### src/rtl/bdsl_pkg.sv
// Shared types and constants of the button debouncer with short and long press events.
`default_nettype none
package bdsl_pkg;

	localparam int CFG_SLOTS = 4;
	localparam int IDX_W     = 2;
	localparam int SETTLE_W  = 8;
	localparam int LONG_W    = 16;
	localparam int CMP_W     = 32;
	localparam int CFG_IDX_W = 3;
	localparam int CFG_DAT_W = 16;
	localparam int S_DATA_W  = 8;
	localparam int M_DATA_W  = 8;

	localparam logic [SETTLE_W-1:0] SETTLE_MAX = '1;

	localparam logic [CFG_IDX_W-1:0] REG_ENABLE_MASK     = 3'd0;
	localparam logic [CFG_IDX_W-1:0] REG_ACTIVE_LOW_MASK = 3'd1;
	localparam logic [CFG_IDX_W-1:0] REG_DEBOUNCE_TICKS  = 3'd2;
	localparam logic [CFG_IDX_W-1:0] REG_LONG_TICKS_0    = 3'd3;
	localparam logic [CFG_IDX_W-1:0] REG_LONG_TICKS_1    = 3'd4;
	localparam logic [CFG_IDX_W-1:0] REG_LONG_TICKS_2    = 3'd5;
	localparam logic [CFG_IDX_W-1:0] REG_LONG_TICKS_3    = 3'd6;

	localparam logic EVENT_SHORT = 1'b0;
	localparam logic EVENT_LONG  = 1'b1;

	localparam logic [SETTLE_W-1:0] DEBOUNCE_RESET = 8'd6;
	localparam logic [LONG_W-1:0]   LONG_RESET     = 16'd200;

	typedef struct packed {
		logic valid;
		logic kind;
	} event_t;

endpackage
`default_nettype wire

### src/rtl/bdsl_lane.sv
// Per-slot debounce and press timing lane.
`default_nettype none
module bdsl_lane #(
	parameter int HOLD_WIDTH = 16
) (
	input  wire                              clk,
	input  wire                              arst_n,
	input  wire                              tick,
	input  wire                              prime,
	input  wire                              enable,
	input  wire                              invert,
	input  wire                              raw,
	input  wire  [bdsl_pkg::SETTLE_W-1:0]    debounce_ticks,
	input  wire  [bdsl_pkg::LONG_W-1:0]      long_ticks,
	output bdsl_pkg::event_t                 ev
);
	import bdsl_pkg::*;

	localparam logic [HOLD_WIDTH-1:0] HOLD_MAX = '1;

	logic                  prev_q, settled_q, held_q, long_sent_q;
	logic [SETTLE_W-1:0]   settle_cnt_q;
	logic [HOLD_WIDTH-1:0] hold_cnt_q;

	logic                  prev_n, settled_n, held_n, long_sent_n;
	logic [SETTLE_W-1:0]   settle_cnt_n;
	logic [HOLD_WIDTH-1:0] hold_cnt_n;
	logic                  pressed;
	logic                  short_ev, long_ev;

	always_comb begin
		prev_n       = prev_q;
		settled_n    = settled_q;
		held_n       = held_q;
		long_sent_n  = long_sent_q;
		settle_cnt_n = settle_cnt_q;
		hold_cnt_n   = hold_cnt_q;
		short_ev     = 1'b0;
		long_ev      = 1'b0;
		pressed      = raw ^ invert;

		if (held_q && hold_cnt_q != HOLD_MAX) begin
			hold_cnt_n = hold_cnt_q + 1'b1;
		end
		if (raw != prev_q) begin
			prev_n       = raw;
			settle_cnt_n = '0;
		end else if (settle_cnt_q != SETTLE_MAX) begin
			settle_cnt_n = settle_cnt_q + 1'b1;
		end
		if (settle_cnt_n >= debounce_ticks && raw != settled_q) begin
			settled_n = raw;
			if (pressed && !held_q) begin
				held_n      = 1'b1;
				long_sent_n = 1'b0;
				hold_cnt_n  = '0;
			end else if (!pressed && held_q) begin
				held_n   = 1'b0;
				short_ev = !long_sent_q;
			end
		end
		if (held_n && !long_sent_n && CMP_W'(hold_cnt_n) >= CMP_W'(long_ticks)) begin
			long_sent_n = 1'b1;
			long_ev     = 1'b1;
		end

		ev.valid = tick && !prime && enable && (short_ev || long_ev);
		ev.kind  = long_ev ? EVENT_LONG : EVENT_SHORT;
	end

	always_ff @(posedge clk or negedge arst_n) begin
		if (!arst_n) begin
			prev_q       <= 1'b0;
			settled_q    <= 1'b0;
			held_q       <= 1'b0;
			long_sent_q  <= 1'b0;
			settle_cnt_q <= '0;
			hold_cnt_q   <= '0;
		end else if (tick && prime) begin
			prev_q       <= raw;
			settled_q    <= raw;
			held_q       <= 1'b0;
			long_sent_q  <= 1'b0;
			settle_cnt_q <= '0;
			hold_cnt_q   <= '0;
		end else if (tick && enable) begin
			prev_q       <= prev_n;
			settled_q    <= settled_n;
			held_q       <= held_n;
			long_sent_q  <= long_sent_n;
			settle_cnt_q <= settle_cnt_n;
			hold_cnt_q   <= hold_cnt_n;
		end
	end

`ifndef ASSERT_OFF
	a_no_event_idle: assert property (@(posedge clk) disable iff (!arst_n)
		ev.valid |-> tick && enable && !prime)
		else $error("event without an enabled tick");
	a_long_once: assert property (@(posedge clk) disable iff (!arst_n)
		(long_sent_q && held_q && tick && enable && !prime && raw == prev_q
			&& raw == settled_q) |-> !ev.valid)
		else $error("long event repeated during one press");
	a_held_hold_zero: assert property (@(posedge clk) disable iff (!arst_n)
		!held_q && $past(!held_q) && $past(tick && enable && !prime)
			|-> hold_cnt_q == $past(hold_cnt_q))
		else $error("hold count moved while released");
`endif

endmodule
`default_nettype wire

### src/rtl/bdsl_merge.sv
// Event batch register and serializer that merges lane events into the output stream.
`default_nettype none
module bdsl_merge #(
	parameter int LANES = 4
) (
	input  wire                          clk,
	input  wire                          arst_n,
	input  wire                          load,
	input  bdsl_pkg::event_t             ev [LANES],
	output logic                         in_ready,
	output logic                         out_valid,
	input  wire                          out_ready,
	output logic [bdsl_pkg::IDX_W-1:0]   out_index,
	output logic                         out_kind,
	output logic                         out_last
);
	import bdsl_pkg::*;

	logic [LANES-1:0] pend_q, kind_q;
	logic [LANES-1:0] ev_mask, ev_kind, rest;
	logic [IDX_W-1:0] sel;
	logic             advance;
	logic             out_valid_q, out_kind_q, out_last_q;
	logic [IDX_W-1:0] out_index_q;

	always_comb begin
		sel = '0;
		for (int i = LANES - 1; i >= 0; i--) begin
			ev_mask[i] = ev[i].valid;
			ev_kind[i] = ev[i].kind;
			if (pend_q[i]) begin
				sel = IDX_W'(i);
			end
		end
		rest     = pend_q & (pend_q - 1'b1);
		advance  = (|pend_q) && (!out_valid_q || out_ready);
		in_ready = !(|pend_q) || (advance && !(|rest));
	end

	always_ff @(posedge clk or negedge arst_n) begin
		if (!arst_n) begin
			pend_q <= '0;
		end else if (load) begin
			pend_q <= ev_mask;
		end else if (advance) begin
			pend_q <= rest;
		end
	end

	always_ff @(posedge clk) begin
		if (load) begin
			kind_q <= ev_kind;
		end
	end

	always_ff @(posedge clk or negedge arst_n) begin
		if (!arst_n) begin
			out_valid_q <= 1'b0;
		end else if (advance) begin
			out_valid_q <= 1'b1;
		end else if (out_ready) begin
			out_valid_q <= 1'b0;
		end
	end

	always_ff @(posedge clk) begin
		if (advance) begin
			out_index_q <= sel;
			out_kind_q  <= kind_q[sel];
			out_last_q  <= !(|rest);
		end
	end

	assign out_valid = out_valid_q;
	assign out_index = out_index_q;
	assign out_kind  = out_kind_q;
	assign out_last  = out_last_q;

`ifndef ASSERT_OFF
	a_load_when_free: assert property (@(posedge clk) disable iff (!arst_n)
		load |-> !(|pend_q) || (advance && !(|rest)))
		else $error("batch loaded over pending events");
	a_batch_taken: assert property (@(posedge clk) disable iff (!arst_n)
		load |=> pend_q == $past(ev_mask))
		else $error("batch register lost a load");
	a_advance_fills: assert property (@(posedge clk) disable iff (!arst_n)
		advance |=> out_valid_q)
		else $error("advanced event missing at output");
	a_stall_blocks: assert property (@(posedge clk) disable iff (!arst_n)
		!in_ready |-> |pend_q)
		else $error("input stalled with empty batch");
`endif

endmodule
`default_nettype wire

### src/rtl/button_debounce_short_long_press.sv
// Top level of the four-slot button debouncer with short and long press events.
//
// Usage:
// s_* carries one poll tick per transaction: s_tdata[3:0] holds the raw level of
// each button slot. m_* carries the resulting events, one per transaction:
// m_tdata[1:0] is the slot index, m_tuser the kind (0 short release, 1 long press
// reached) and m_tlast marks the final event caused by a tick.
// cfg_* writes one register per transaction: 0 enable mask, 1 active-low mask,
// 2 debounce ticks, 3..6 long press ticks of slots 0..3; other indexes are dropped.
// Path: an accepted tick's events pass the event batch register and then the output register to m_tvalid.
// Throughput: one tick per cycle while ticks cause no events; a tick that causes
// events sends them from the batch register one at a time, and the next tick is taken in the cycle
// the last of them moves into the output register.
// All slots are evaluated in parallel lanes; the event batch register and the
// output register set the rate.
// Reset: configuration returns to its defaults and slot state clears; the first
// tick after reset only captures the levels and emits nothing.
// Stall: while m_tready is low the output register holds its event, and s_tready
// drops once a further tick's events would have no room.
`default_nettype none
module button_debounce_short_long_press #(
	parameter int NUM_SLOTS  = 4,
	parameter int HOLD_WIDTH = 16
) (
	input  wire                                  clk,
	input  wire                                  arst_n,
	input  wire                                  s_tvalid,
	output logic                                 s_tready,
	input  wire  [bdsl_pkg::S_DATA_W-1:0]        s_tdata,   // [3:0] raw_levels
	output logic                                 m_tvalid,
	input  wire                                  m_tready,
	output logic [bdsl_pkg::M_DATA_W-1:0]        m_tdata,   // [1:0] button_index
	output logic                                 m_tuser,   // [0] event_kind
	output logic                                 m_tlast,
	input  wire                                  cfg_valid,
	output logic                                 cfg_ready,
	input  wire  [bdsl_pkg::CFG_IDX_W-1:0]       cfg_index,
	input  wire  [bdsl_pkg::CFG_DAT_W-1:0]       cfg_data
);
	import bdsl_pkg::*;

	localparam int LANES = (NUM_SLOTS < CFG_SLOTS) ? NUM_SLOTS : CFG_SLOTS;

	logic [CFG_SLOTS-1:0] enable_mask_q, low_mask_q;
	logic [SETTLE_W-1:0]  debounce_q;
	logic [LONG_W-1:0]    long_ticks_q [CFG_SLOTS];
	logic                 primed_q;
	logic                 accept;
	logic                 cfg_we;
	logic [IDX_W-1:0]     index;
	event_t               ev [LANES];

	assign cfg_ready = 1'b1;
	assign cfg_we    = cfg_valid && cfg_ready;
	assign accept    = s_tvalid && s_tready;

	always_ff @(posedge clk or negedge arst_n) begin
		if (!arst_n) begin
			enable_mask_q <= '0;
			low_mask_q    <= '0;
			debounce_q    <= DEBOUNCE_RESET;
			for (int i = 0; i < CFG_SLOTS; i++) begin
				long_ticks_q[i] <= LONG_RESET;
			end
		end else if (cfg_we) begin
			unique case (cfg_index)
				REG_ENABLE_MASK:     enable_mask_q   <= cfg_data[CFG_SLOTS-1:0];
				REG_ACTIVE_LOW_MASK: low_mask_q      <= cfg_data[CFG_SLOTS-1:0];
				REG_DEBOUNCE_TICKS:  debounce_q      <= cfg_data[SETTLE_W-1:0];
				REG_LONG_TICKS_0:    long_ticks_q[0] <= cfg_data[LONG_W-1:0];
				REG_LONG_TICKS_1:    long_ticks_q[1] <= cfg_data[LONG_W-1:0];
				REG_LONG_TICKS_2:    long_ticks_q[2] <= cfg_data[LONG_W-1:0];
				REG_LONG_TICKS_3:    long_ticks_q[3] <= cfg_data[LONG_W-1:0];
				default: ;
			endcase
		end
	end

	always_ff @(posedge clk or negedge arst_n) begin
		if (!arst_n) begin
			primed_q <= 1'b0;
		end else if (accept) begin
			primed_q <= 1'b1;
		end
	end

	for (genvar g = 0; g < LANES; g++) begin : g_lane
		bdsl_lane #(
			.HOLD_WIDTH(HOLD_WIDTH)
		) u_lane (
			.clk           (clk),
			.arst_n        (arst_n),
			.tick          (accept),
			.prime         (!primed_q),
			.enable        (enable_mask_q[g]),
			.invert        (low_mask_q[g]),
			.raw           (s_tdata[g]),
			.debounce_ticks(debounce_q),
			.long_ticks    (long_ticks_q[g]),
			.ev            (ev[g])
		);
	end

	bdsl_merge #(
		.LANES(LANES)
	) u_merge (
		.clk      (clk),
		.arst_n   (arst_n),
		.load     (accept),
		.ev       (ev),
		.in_ready (s_tready),
		.out_valid(m_tvalid),
		.out_ready(m_tready),
		.out_index(index),
		.out_kind (m_tuser),
		.out_last (m_tlast)
	);

	assign m_tdata = {{(M_DATA_W - IDX_W){1'b0}}, index};

`ifndef ASSERT_OFF
	a_prime_once: assert property (@(posedge clk) disable iff (!arst_n)
		primed_q |=> primed_q)
		else $error("primed flag dropped");
	a_prime_quiet: assert property (@(posedge clk) disable iff (!arst_n)
		accept && !primed_q |=> !m_tvalid || $past(m_tvalid))
		else $error("capture tick produced an event");
	a_data_pad: assert property (@(posedge clk) disable iff (!arst_n)
		m_tvalid |-> m_tdata[M_DATA_W-1:IDX_W] == '0)
		else $error("event data padding not zero");
`endif

endmodule
`default_nettype wire

### config.mk
export PLATFORM = sky130hd
export DESIGN_NAME = button_debounce_short_long_press
export DESIGN_NICKNAME = d
export VERILOG_FILES = /design/src/rtl/bdsl_pkg.sv /design/src/rtl/bdsl_lane.sv /design/src/rtl/bdsl_merge.sv /design/src/rtl/button_debounce_short_long_press.sv
export SDC_FILE = /design/constraint.sdc
export NUM_CORES = 1
export LEC_CHECK = 0
export BUFFER_PORTS_ARGS = -buffer_cell sky130_fd_sc_hd__buf_2
export CORE_ASPECT_RATIO = 0.75
export CORE_MARGIN = 5
export CORE_UTILIZATION = 55
export DETAILED_ROUTE_END_ITERATION = 8
export GPL_TIMING_DRIVEN = 1
export PLACE_DENSITY = 0.72
export RECOVER_POWER = 100
export SYNTH_ARGS = -nofsm -noshare
export SYNTH_HDL_FRONTEND = slang
export SYNTH_SLANG_ARGS = --single-unit
### constraint.sdc
create_clock -name clk -period 5.47 [get_ports clk]
set_clock_uncertainty 0.2 [all_clocks]
set_input_delay 0.8205 -clock clk [delete_from_list [all_inputs] [get_ports clk]]
set_output_delay 0.8205 -clock clk [all_outputs]
set_load 0.1 [all_outputs]
==> summary.txt, run 1 <==
Clock tree
  – CTS Sinks: 206
  – Clk buf depth: 3
  – Clk_lat worst skew: slightly above 0.5 ns
  – CTS buffer count: 23
  – H-tree depth: 1
  – CTS root buf: clkbuf_16
  – CTS tree: yes
  – Post CTS Setup Buffer Count: 0
  – Clock-pin slew on the worst setup and hold paths: 0.06 ns

Global route
  – Routing usage on met1: a little over a third
  – First-pass GRT wire length: 54600 um
  – Met3 Usage GRT: 2.97%
  – Gr ovfl total: 0
  – Met2 GRT Util: 36.8%
  – Total GRT Usage: 23.8%
  – Initial antenna violation count: 0
  – GRT busiest layer: met2
  – Vias in the first global route: between 10000 and 15000
  – Largest net degree at the start of global routing: roughly 110

Worst setup path
  – Crit path required time: 5.50 ns
  – Worst Setup Start Kind: flop
  – Critical path origin: g_lane[1].u_lane.settle_cnt_q[0]
  – Crit path cell chain: ha_1 -> nand3_1 -> nor2_1 -> nor2_1 -> nand3_1 -> xor2_1 -> nor2_1 -> ha_1 -> and3_1 -> and3_1 -> a21oi_1 -> o21ai_0 -> and2_0 -> nand2b_1 -> ha_1 -> nand2b_1 -> a21o_1 -> a21o_1 -> a211oi_1 -> o21ai_0 -> a31oi_1 -> a211oi_1
  – Worst R2R Start: g_lane[1].u_lane.settle_cnt_q[0]
  – Delay-heaviest family, CP: simple AND/OR/NAND/NOR gates
  – Crit path kind: flop to flop
  – Slowest stage delay, CP: a little over 0.4 ns
  – Critical Path End Type: flop
  – Critical Path Fanout Max: 7
  – CP max-delay cell: dfrtp_1
  – Buf/Inv on CP: 0
  – Worst Path Arrival: 5.22 ns

Job
  – Max Cap Viol: 2

Timing
  – Tmin final: 5.19 ns
  – RSZ-0062 raised after global routing: yes
  – Final Max Slew Viols: 133
  – Max-slew headroom: -81.7%
  – Hold WS: 0.303 ns
  – # setup viols final: 0
  – Tcrit/Tclk final: 94.8%
  – Slew of the pin with the lowest slew margin: 2.73 ns
  – Fin. Hold Viols: 0
  – Fmax: 193 MHz

Synth
  – Post-synth EDFFs: 8
  – Synth Flop Type: dfrtp_1
  – Ys async rst share: slightly below 100%
  – Synth Cell Area: 13500 sq um
  – Most frequent cell after synthesis: dfrtp_1
  – Syn_area_per_cell: 8.93 sq um
  – Cells after Synth: 1509
  – Register area share after synthesis: 38.7%
  – Top-area cell type share of the netlist area: 34.2%
  – Top cells by area, synth: dfrtp_1 34%, ha_1 9.7%, mux2_2 5.6%
  – Synth warn: 0
  – Area leader, netlist: dfrtp_1
  – Distinct cells, synth: 77
  – Most instantiated cells after synthesis: 184 x dfrtp_1, 152 x nand2_1, 141 x nor2_1
  – Synthesized flop and latch total: just over 200

Route
  – DR iter-0 viols: 904
  – Routed Wire Length: 33400 um
  – DR vias: 11300
  – Drt pass-1 iters: 7
  – Routed vias/inst: 6.03
  – DRC violations left: 0
  – ANT nets after route: 0
  – WL/cell: 17.9 um

Hold path
  – Hold Crit Start: long_ticks_q[18]
  – Hold Path Class: flop to flop

Floorplan
  – Core ar.: 24000 sq um
  – Full die area: 27800 sq um
  – # IOs: 45
  – Die Y-Extent: 146 um
  – Die extent in x: 191 um
  – Initial Util: between 50% and 60%
  – Cell Rows: 49

Power
  – Maximum VDD drop: a little under 0.3 mV
  – Leakage power: 6.72 nW
  – Pwr dens: 347 nW/um^2

Layout
  – Layout cells sized above 1: about 11%
  – Nets@finish: 1658
  – Area growth syn-to-layout: 8.64%
  – Layout Cells excl Fill: 1869
  – Antenna diode count: 0
  – Final core occ: 60.9%

Place
  – Placed Cells: 1828
  – GPL Wtd Cong: 0.871
  – HPWL after DPL: approximately 24000 um
  – PortBufs: 33

Run status
  – Failing checks: capacitance limit, slew limit
  – Outcome: finished, violations left
==> kinds of logic after synthesis <==
group,after synthesis,share of synthesized area (%)
and+or+nand+nor,524,18.6
AOI/OAI and AO/OA,361,16.9
DFF,206,38.7
buffers and inverters,158,4.80
adders and majority gates,105,9.74
xor gates and xnor gates,78,5.07
muxes,75,6.19
other,2,0.0557
==> power breakdown <==
| part | switching [mW] | total [mW] | leakage (nW) | internal [mW] |
|---|---|---|---|---|
| combinational | 0.854 | 1.47 | 3.72 | 0.614 |
| sequential | 0.245 | 2.04 | 2.61 | 1.79 |
| clock | 0.618 | 1.58 | 0.381 | 0.961 |
| total | 1.72 | 5.08 | 6.72 | 3.37 |
==> metal layers <==
| layer | vias to the layer above | routed length [um] |
|---|---|---|
| met4 | 0 | 642 |
| met2 | 297 | 15000 |
| li1 | 5401 | - |
| met5 | - | 0 |
| met3 | 41 | 1830 |
| met1 | 5526 | 15900 |
==> area by class of cell <==
type,count,area [sq um]
fillers,2123,9390
clock inverters,5,75.1
clock buffers,36,694
multi-input cells,1150,7650
well taps,331,414
inverters,90,338
repair buffers,51,263
flip-flops and latches,206,5210
==> registers in the layout, indices dropped and copies added, names as in the netlist, 4 cells and up <==
name,count
low_mask_q,4
u_merge.pend_q,4
enable_mask_q,4
g_lane.u_lane.long_sent_q,4
g_lane.u_lane.hold_cnt_q,64
g_lane.u_lane.settle_cnt_q,32
long_ticks_q,64
g_lane.u_lane.prev_q,4
g_lane.u_lane.settled_q,4
debounce_q,8
g_lane.u_lane.held_q,4
u_merge.kind_q,4
==> through the flow <==
step	instance area [sq um]	total power [mW]	worst slack [ns]	TNS, ns
floorplan	13500	3.10	0.768	0
global placement	13900	3.43	0.331	0
detailed placement	13900	3.51	0.206	0
CTS	14700	5.11	0.178	0
global route	14600	5.42	-0.0801	-0.137
finish	14600	5.08	0.283	0
==> cell usage in the layout (no fill, tap or decap), types with 43 or more instances in the layout <==
cell type	netlist	final
dfrtp_1	184	184
nand2_1	152	152
nor2_1	141	141
o21ai_0	127	131
ha_1	104	104
inv_1	89	90
mux2_2	67	67
nand3_1	65	63
a21oi_1	58	59
xor2_1	43	43
a31oi_1	44	43
==> worst paths after layout <==
check	endpoint	slack [ns]	cells after the start
max	u_merge.kind_q[1]	0.28	22
min	long_ticks_q[18]	0.30	1
max reg2reg	u_merge.kind_q[1]	0.28	22
min reg2reg	long_ticks_q[18]	0.30	1
max in group asynchronous	g_lane[2].u_lane.settle_cnt_q[6]	1.62	2
min in group asynchronous	g_lane[1].u_lane.settle_cnt_q[4]	0.95	1
==> what timing repair did <==
item                                    in CTS  in global routing
hold buffers                                 0                  0
resized for setup                            0                  5
endpoints found under the setup margin       0                  9
No activity file was read; power rests on OpenSTA's default activity.
==> run 2, diff against run 1 <==
- SYNTH_HIERARCHICAL: unset -> 1
==> summary.txt, run 2 <==
Floorplan
  – Die Y-Extent: 150 um (+2.9%)
  – Cell Rows: 51 (+4.1%)
  – Initial Util: 55.5% (-0.59 points)
  – Core ar.: 25800 sq um (+7.5%)
  – Full die area: 29400 sq um (+6.0%)
  – Die extent in x: 196 um (+3.0%)
  – # IOs: 45 (unchanged)

Power
  – Pwr dens: 348 nW/um^2 (+0.19%)
  – Maximum VDD drop: 0.250 mV (-14%)
  – Total power: 5.32 mW (+4.7%)
  – Leakage power: 6.96 nW (+3.7%)

Layout
  – Layout cells sized above 1: 14.7% (+3.7 points)
  – Antenna diode count: 0 (unchanged)
  – Largest regs: g_lane.u_lane/hold_cnt_q: 64 flops, long_ticks_q: 64 flops, g_lane.u_lane/settle_cnt_q: 32 flops
  – Finished Cell Area: 15300 sq um (+4.5%)
  – Final core occ: 59.2% (-1.7 points)
  – Area growth syn-to-layout: 6.75%
  – Most common cell after layout, fill and taps aside: dfrtp_1
  – Layout Cells excl Fill: 1866 (-0.16%)
  – Nets@finish: 1641 (-1.0%)
  – Most frequent cells in the layout: 184 x dfrtp_1, 119 x inv_1, 110 x nand2_1, 108 x nor2_1, 104 x ha_1

Worst setup path
  – Crit path kind: flop to flop
  – Worst Setup Start Kind: flop
  – Worst Path Arrival: 5.27 ns (+0.05 ns)
  – Critical Path End Type: flop
  – Crit path required time: 5.70 ns (+0.20 ns)
  – Critical Path Fanout Max: 17 (+10)

Place
  – Placed Cells: 1822 (-0.33%)
  – HPWL after DPL: 23100 um (-4.2%)
  – Pre-CTS WS: 0.333 ns (+0.127 ns)
  – Placed Area: 14600 sq um (+4.6%)
  – GPL Wtd Cong: 0.839 (-3.6%)
  – PortBufs: 33 (unchanged)

Route
  – Routed Wire Length: 33000 um (-1.4%)
  – Routed vias/inst: 5.90 (-2.2%)
  – ANT nets after route: 0 (unchanged)
  – WL/cell: 17.7 um (-1.2%)
  – DRC violations left: 0 (unchanged)
  – Drt pass-1 iters: 5 (-2)
  – DR vias: 11000 (-2.3%)
  – DR iter-0 viols: 994 (+10%)

Synth
  – Cells after Synth: 1511 (+0.13%)
  – Post-synth EDFFs: 8 (unchanged)
  – Top cells by area, synth: dfrtp_1 32%, ha_1 9.1%, mux2_2 6.9%
  – Top-area cell type share of the netlist area: 32.1% (-2.1 points)
  – Synthesized flop and latch total: 206 (unchanged)
  – Distinct cells, synth: 65 (-16%)
  – Most frequent cell after synthesis: dfrtp_1
  – Syn_area_per_cell: 9.49 sq um (+6.3%)
  – Ys async rst share: 96.1% (unchanged)
  – Register area share after synthesis: 36.3% (-2.3 points)
  – Synth Flop Type: dfrtp_1
  – Synth Cell Area: 14300 sq um (+6.4%)
  – Synth warn: 6 (+6)
  – Area leader, netlist: dfrtp_1
  – Most instantiated cells after synthesis: 184 x dfrtp_1, 119 x inv_1, 111 x nor2_1

Timing
  – Fin. Hold Viols: 0 (unchanged)
  – Fmax: 198 MHz (+2.9%)
  – Final Max Slew Viols: 85 (-36%)
  – Max-slew headroom: -175% (-94 points)
  – # setup viols final: 0 (unchanged)
  – PnR worst setup slack: 0.429 ns (+0.146 ns)
  – Slew of the pin with the lowest slew margin: 4.13 ns (+1.40 ns)
  – TNS Setup: 0 ns (unchanged)
  – Tcrit/Tclk final: 92.2% (-2.7 points)
  – Hold WS: 0.283 ns (-0.0200 ns)
  – Tmin final: 5.04 ns (-0.146 ns)

Run status
  – Failing checks: capacitance limit, slew limit
  – Outcome: finished, violations left

Clock tree
  – CTS Sinks: 206 (unchanged)
  – CTS tree: yes
  – Clk_lat worst skew: 0.52 ns (about the same)
  – Clock-pin slew on the worst setup and hold paths: 0.06 ns (about the same)
  – H-tree depth: 1 (unchanged)
  – CTS buffer count: 23 (unchanged)
  – Clk buf depth: 3 (unchanged)
  – Post-CTS Hold Buffers: 0 (unchanged)
  – CTS root buf: clkbuf_16

Global route
  – Largest net degree at the start of global routing: 115 (+5.5%)
  – First-pass GRT wire length: 54400 um (-0.53%)
  – Total GRT Usage: 22.4% (-1.5 points)
  – Vias in the first global route: 10500 (-0.84%)
  – Initial antenna violation count: 0 (unchanged)
  – Gr ovfl total: 0 (unchanged)

Job
  – Max Cap Viol: 1 (-1)

Hold path
  – Hold Path Class: flop to flop
-- run 2: changes by cell type after synthesis, sizes merged, moves of 16 or more --
cell | before | now
nand2 | 152 | 114
and3 | 28 | 12
nand2b | 19 | 45
inv | 90 | 119
or3 | 19 | 0
a21oi | 59 | 86
buf | 25 | 67
a31oi | 44 | 76
clkbuf | 43 | 20
mux2 | 67 | 88
nor2 | 141 | 111
o21ai | 133 | 57
-- run 2: kinds of logic (layout without fill, tap and decap cells) --
kind of cell | count (synthesis) | count (layout) | share of synthesized area, %
compound gates | 344 | 344 | 16.8
xor+xnor | 84 | 84 | 5.13
other cells | 2 | 7 | 0.0524
simple gates | 459 | 459 | 17.5
buf+inv | 206 | 212 | 6.85
flops | 206 | 206 | 36.3
mux | 105 | 105 | 8.18
fa+ha+maj | 105 | 105 | 9.14
-- run 2: worst max-delay path, stage by stage, from the launching register on --
cell,delay [ns]
dfrtp_1,0.43
ha_1,0.22
nand3_1,0.17
nor2_2,0.25
nand3_1,0.22
and4_1,0.31
xnor2_1,0.14
nor2_1,0.07
ha_1,0.29
o21a_1,0.11
nor2_1,0.06
o31ai_4,0.28
and2_0,0.18
buf_4,0.20
nor2_1,0.09
ha_1,0.32
nand4_1,0.14
nor2_1,0.13
o2111ai_1,0.12
o211ai_1,0.30
a21oi_1,0.07
o41ai_1,0.27
buf_4,0.19
nand2_1,0.07
o21ai_0,0.11
-- run 2: final cells by class --
class | instances | area, sq um
clock buffer | 31 | 646
clock inverter | 11 | 133
fill | 2234 | 10500
inverter | 119 | 447
multi-input combinational | 1104 | 8160
sequential | 206 | 5210
tap | 344 | 430
timing repair buffer | 51 | 287
-- run 2: power by group --
part	switching [mW]	internal, mW	total [mW]
Combinational	0.865	0.726	1.59
Sequential	0.313	1.80	2.11
Clock	0.650	0.968	1.62
Total	1.83	3.50	5.32
-- run 2: final timing paths --
check / from / to / slack [ns] / depth (start not counted)
max: g_lane[3].u_lane/settle_cnt_q[0] / u_merge/pend_q[3] / 0.43 / 24
min: primed_q / primed_q / 0.28 / 1
max reg2reg: g_lane[3].u_lane/settle_cnt_q[0] / u_merge/pend_q[3] / 0.43 / 24
min reg2reg: primed_q / primed_q / 0.28 / 1
max in group asynchronous: arst_n / g_lane[1].u_lane/settle_cnt_q[1] / 0.95 / 1
min in group asynchronous: arst_n / g_lane[2].u_lane/hold_cnt_q[7] / 1.77 / 1
-- run 2: timing repair --
action                     CTS  global route
hold endpoints to repair     0             0
setup endpoints to repair    0             5
gates resized for setup      0             4
buffers inserted             0             2
-- run 2: per-layer routing --
metal / global-route usage [%] / vias up / wire length, um
li1: - / 5404 / -
met1: 33.4 / 5338 / 16100
met2: 35.0 / 220 / 14800
met3: 2.54 / 42 / 1280
met4: 5.48 / 0 / 779
met5: 0 / - / 0
==> run 3, diff against run 2 <==
- CAP_MARGIN: unset -> 40
- GPL_TIMING_DRIVEN: 1 -> 0
==> summary.txt, run 3 (synthesis gave the netlist of run 2 again) <==
Clock tree
  – CTS tree: yes
  – Clk buf depth: 3 (unchanged)
  – Clk_lat worst skew: 0.51 ns (about the same)
  – Clock-pin slew on the worst setup and hold paths: 0.06 ns (about the same)
  – CTS root buf: clkbuf_16
  – H-tree depth: 1 (unchanged)
  – CTS buffer count: 23 (unchanged)
  – CTS Sinks: 206 (unchanged)

Route
  – DRC violations left: 0 (unchanged)
  – DR iter-0 viols: 874 (-12%)
  – Routed vias/inst: 5.88 (-0.33%)
  – Routed Wire Length: 34800 um (+5.4%)
  – DR vias: 11400 (+3.5%)
  – ANT nets after route: 0 (unchanged)
  – Drt pass-1 iters: 5 (unchanged)
  – WL/cell: 17.9 um (+1.6%)

Power
  – P_sw: 1.83 mW (+0.35%)
  – Seq pwr share: 39.4% (-0.3 points)
  – Int Power: 3.44 mW (-1.5%)
  – Leakage power: 7.20 nW (+3.4%)
  – Gate power share: 31.9% (+2.0 points)
  – Maximum VDD drop: 0.235 mV (-5.9%)
  – Net Sw Frac: 34.7% (+0.42 points)
  – Clk pwr share: 28.8% (-1.6 points)
  – Pwr dens: 337 nW/um^2 (-3.1%)
  – Total power: 5.28 mW (-0.85%)

Place
  – HPWL after DPL: 24800 um (+7.2%)
  – Placed Area: 15000 sq um (+2.9%)
  – PortBufs: 26 (-21%)
  – GPL Wtd Cong: 0.870 (+3.6%)

Timing
  – Slew of the pin with the lowest slew margin: 2.61 ns (-1.51 ns)
  – Max-slew headroom: -74.3% (+100 points)
  – Fmax: 193 MHz (-2.6%)
  – Final Max Slew Viols: 100 (+18%)
  – Tcrit/Tclk final: 94.6% (+2.5 points)
  – Fin. Hold Viols: 0 (unchanged)
  – # setup viols final: 0 (unchanged)
  – TNS Setup: 0 ns (unchanged)
  – Tmin final: 5.17 ns (+0.134 ns)

Worst setup path
  – Worst Setup Start Kind: flop
  – Crit path cell chain: ha_1 -> nand3_1 -> nor2_4 -> nand3_2 -> and4_1 -> xnor2_1 -> nor2_1 -> ha_1 -> o21a_1 -> nor2_1 -> o31ai_4 -> and2_0 -> buf_2 -> nor2_1 -> ha_1 -> nand4_1 -> nor2_1 -> o2111ai_1 -> o211ai_1 -> a21oi_1 -> o41ai_4 -> nand2_1 -> o21ai_0
  – Worst R2R Start: g_lane[3].u_lane/settle_cnt_q[0]
  – Buf/Inv on CP: 1 (-1)
  – Critical Path Fanout Max: 17 (unchanged)
  – CP max-delay cell: o41ai_4
  – Delay-heaviest family, CP: simple AND/OR/NAND/NOR gates
  – Slowest stage delay, CP: 0.48 ns (+0.05 ns)
  – Critical path's most frequent cell: nor2_1
  – Critical Path End Type: flop
  – Worst Path Arrival: 5.38 ns (+0.11 ns)
  – Crit path kind: flop to flop
  – Crit path required time: 5.67 ns (-0.03 ns)
  – Critical path origin: g_lane[3].u_lane/settle_cnt_q[0]

Run status
  – Failing checks: capacitance limit, slew limit
  – Outcome: finished, violations left

Floorplan
  – Cell Rows: 51 (unchanged)
  – Core ar.: 25800 sq um (unchanged)
  – Full die area: 29400 sq um (unchanged)
  – Die Y-Extent: 150 um (unchanged)
  – # IOs: 45 (unchanged)
  – Initial Util: 55.5% (unchanged)
  – Die extent in x: 196 um (unchanged)

Layout
  – Antenna diode count: 0 (unchanged)
  – Largest regs: g_lane.u_lane/hold_cnt_q: 64 flops, long_ticks_q: 64 flops, g_lane.u_lane/settle_cnt_q: 32 flops
  – Area growth syn-to-layout: 9.27%
  – Most common cell after layout, fill and taps aside: dfrtp_1
  – Nets@finish: 1713 (+4.4%)
  – Final core occ: 60.6% (+1.4 points)
  – Finished Cell Area: 15700 sq um (+2.4%)
  – Layout cells sized above 1: 16.7% (+2.0 points)
  – Most frequent cells in the layout: 183 x dfrtp_1, 119 x inv_1, 110 x nand2_1, 108 x nor2_1, 104 x ha_1

Global route
  – Largest net degree at the start of global routing: 101 (-12%)
  – Gr ovfl total: 0 (unchanged)
  – Initial antenna violation count: 0 (unchanged)
  – Vias in the first global route: 10900 (+4.0%)
  – First-pass GRT wire length: 56900 um (+4.7%)
  – Total GRT Usage: 23.4% (+1.1 points)

Hold path
  – Hold Path Class: flop to flop
  – Hold Crit Start: primed_q

Job
  – Max Cap Viol: 2 (+1)
## run 3: cell types whose count changed in the layout (fill, tap and decap cells not counted), moves of 3 or more
cell	change
clkbuf_1	+34
clkinv_2	-3
buf_6	+4
buf_2	+18
a21oi_4	-4
a21oi_1	+4
clkbuf_2	+5
buf_4	+15
## run 3: path summary, 6_finish.rpt
check | to | slack [ns] | depth (start not counted)
max | u_merge/pend_q[3] | 0.30 | 23
min | primed_q | 0.27 | 1
max reg2reg | u_merge/pend_q[3] | 0.30 | 23
min reg2reg | primed_q | 0.27 | 1
max in group asynchronous | g_lane[1].u_lane/hold_cnt_q[6] | 2.62 | 1
min in group asynchronous | g_lane[2].u_lane/hold_cnt_q[5] | 0.89 | 1
## run 3: final cells by class
type | count | area (sq um)
tap | 344 | 430
timing repair buffer | 38 | 251
sequential | 206 | 5210
inverter | 119 | 447
buffer | 85 | 445
clock buffer | 36 | 674
multi-input combinational | 1104 | 8160
clock inverter | 5 | 52.6
fill | 2213 | 10200
## run 3: metal layers
metal | GRT usage [%] | part of all wire (%) | up-vias
li1 | - | - | 5539
met5 | 0 | 0 | -
met1 | 34.6 | 48 | 5504
met4 | 6.87 | 3.0 | 0
met2 | 36.8 | 45 | 283
met3 | 2.23 | 3.9 | 59
## run 3: timing repair
action                                  4_1_cts  5_1_grt
endpoints found under the hold margin         0        0
endpoints found under the setup margin        2       12
resized for setup                             2       11
hold buffers                                  0        0
buffers inserted                              0       10
pin swaps                                     0        9
## run 3: through the flow
stage          instances  worst slack (ns)  hold WS, ns
4_1_cts             1929           0.00482        0.159
3_3_place_gp        1886           -0.0702        0.251
5_1_grt             1937           -0.0304        0.296
3_5_place_dp        1888            -0.185        0.267
2_1_floorplan       1516             0.454        0.240
6_report            1937             0.295        0.272
## run 3: power by group through the flow
stage                     Sequential [mW]  Combinational [mW]  Clock [mW]
after CTS                            2.07                1.69        1.55
after detailed placement             2.09                1.68           0
after floorplan                      2.00                1.32           0
final                                2.08                1.68        1.52
after global routing                 2.11                1.89        1.62
after global placement               2.08                1.60           0
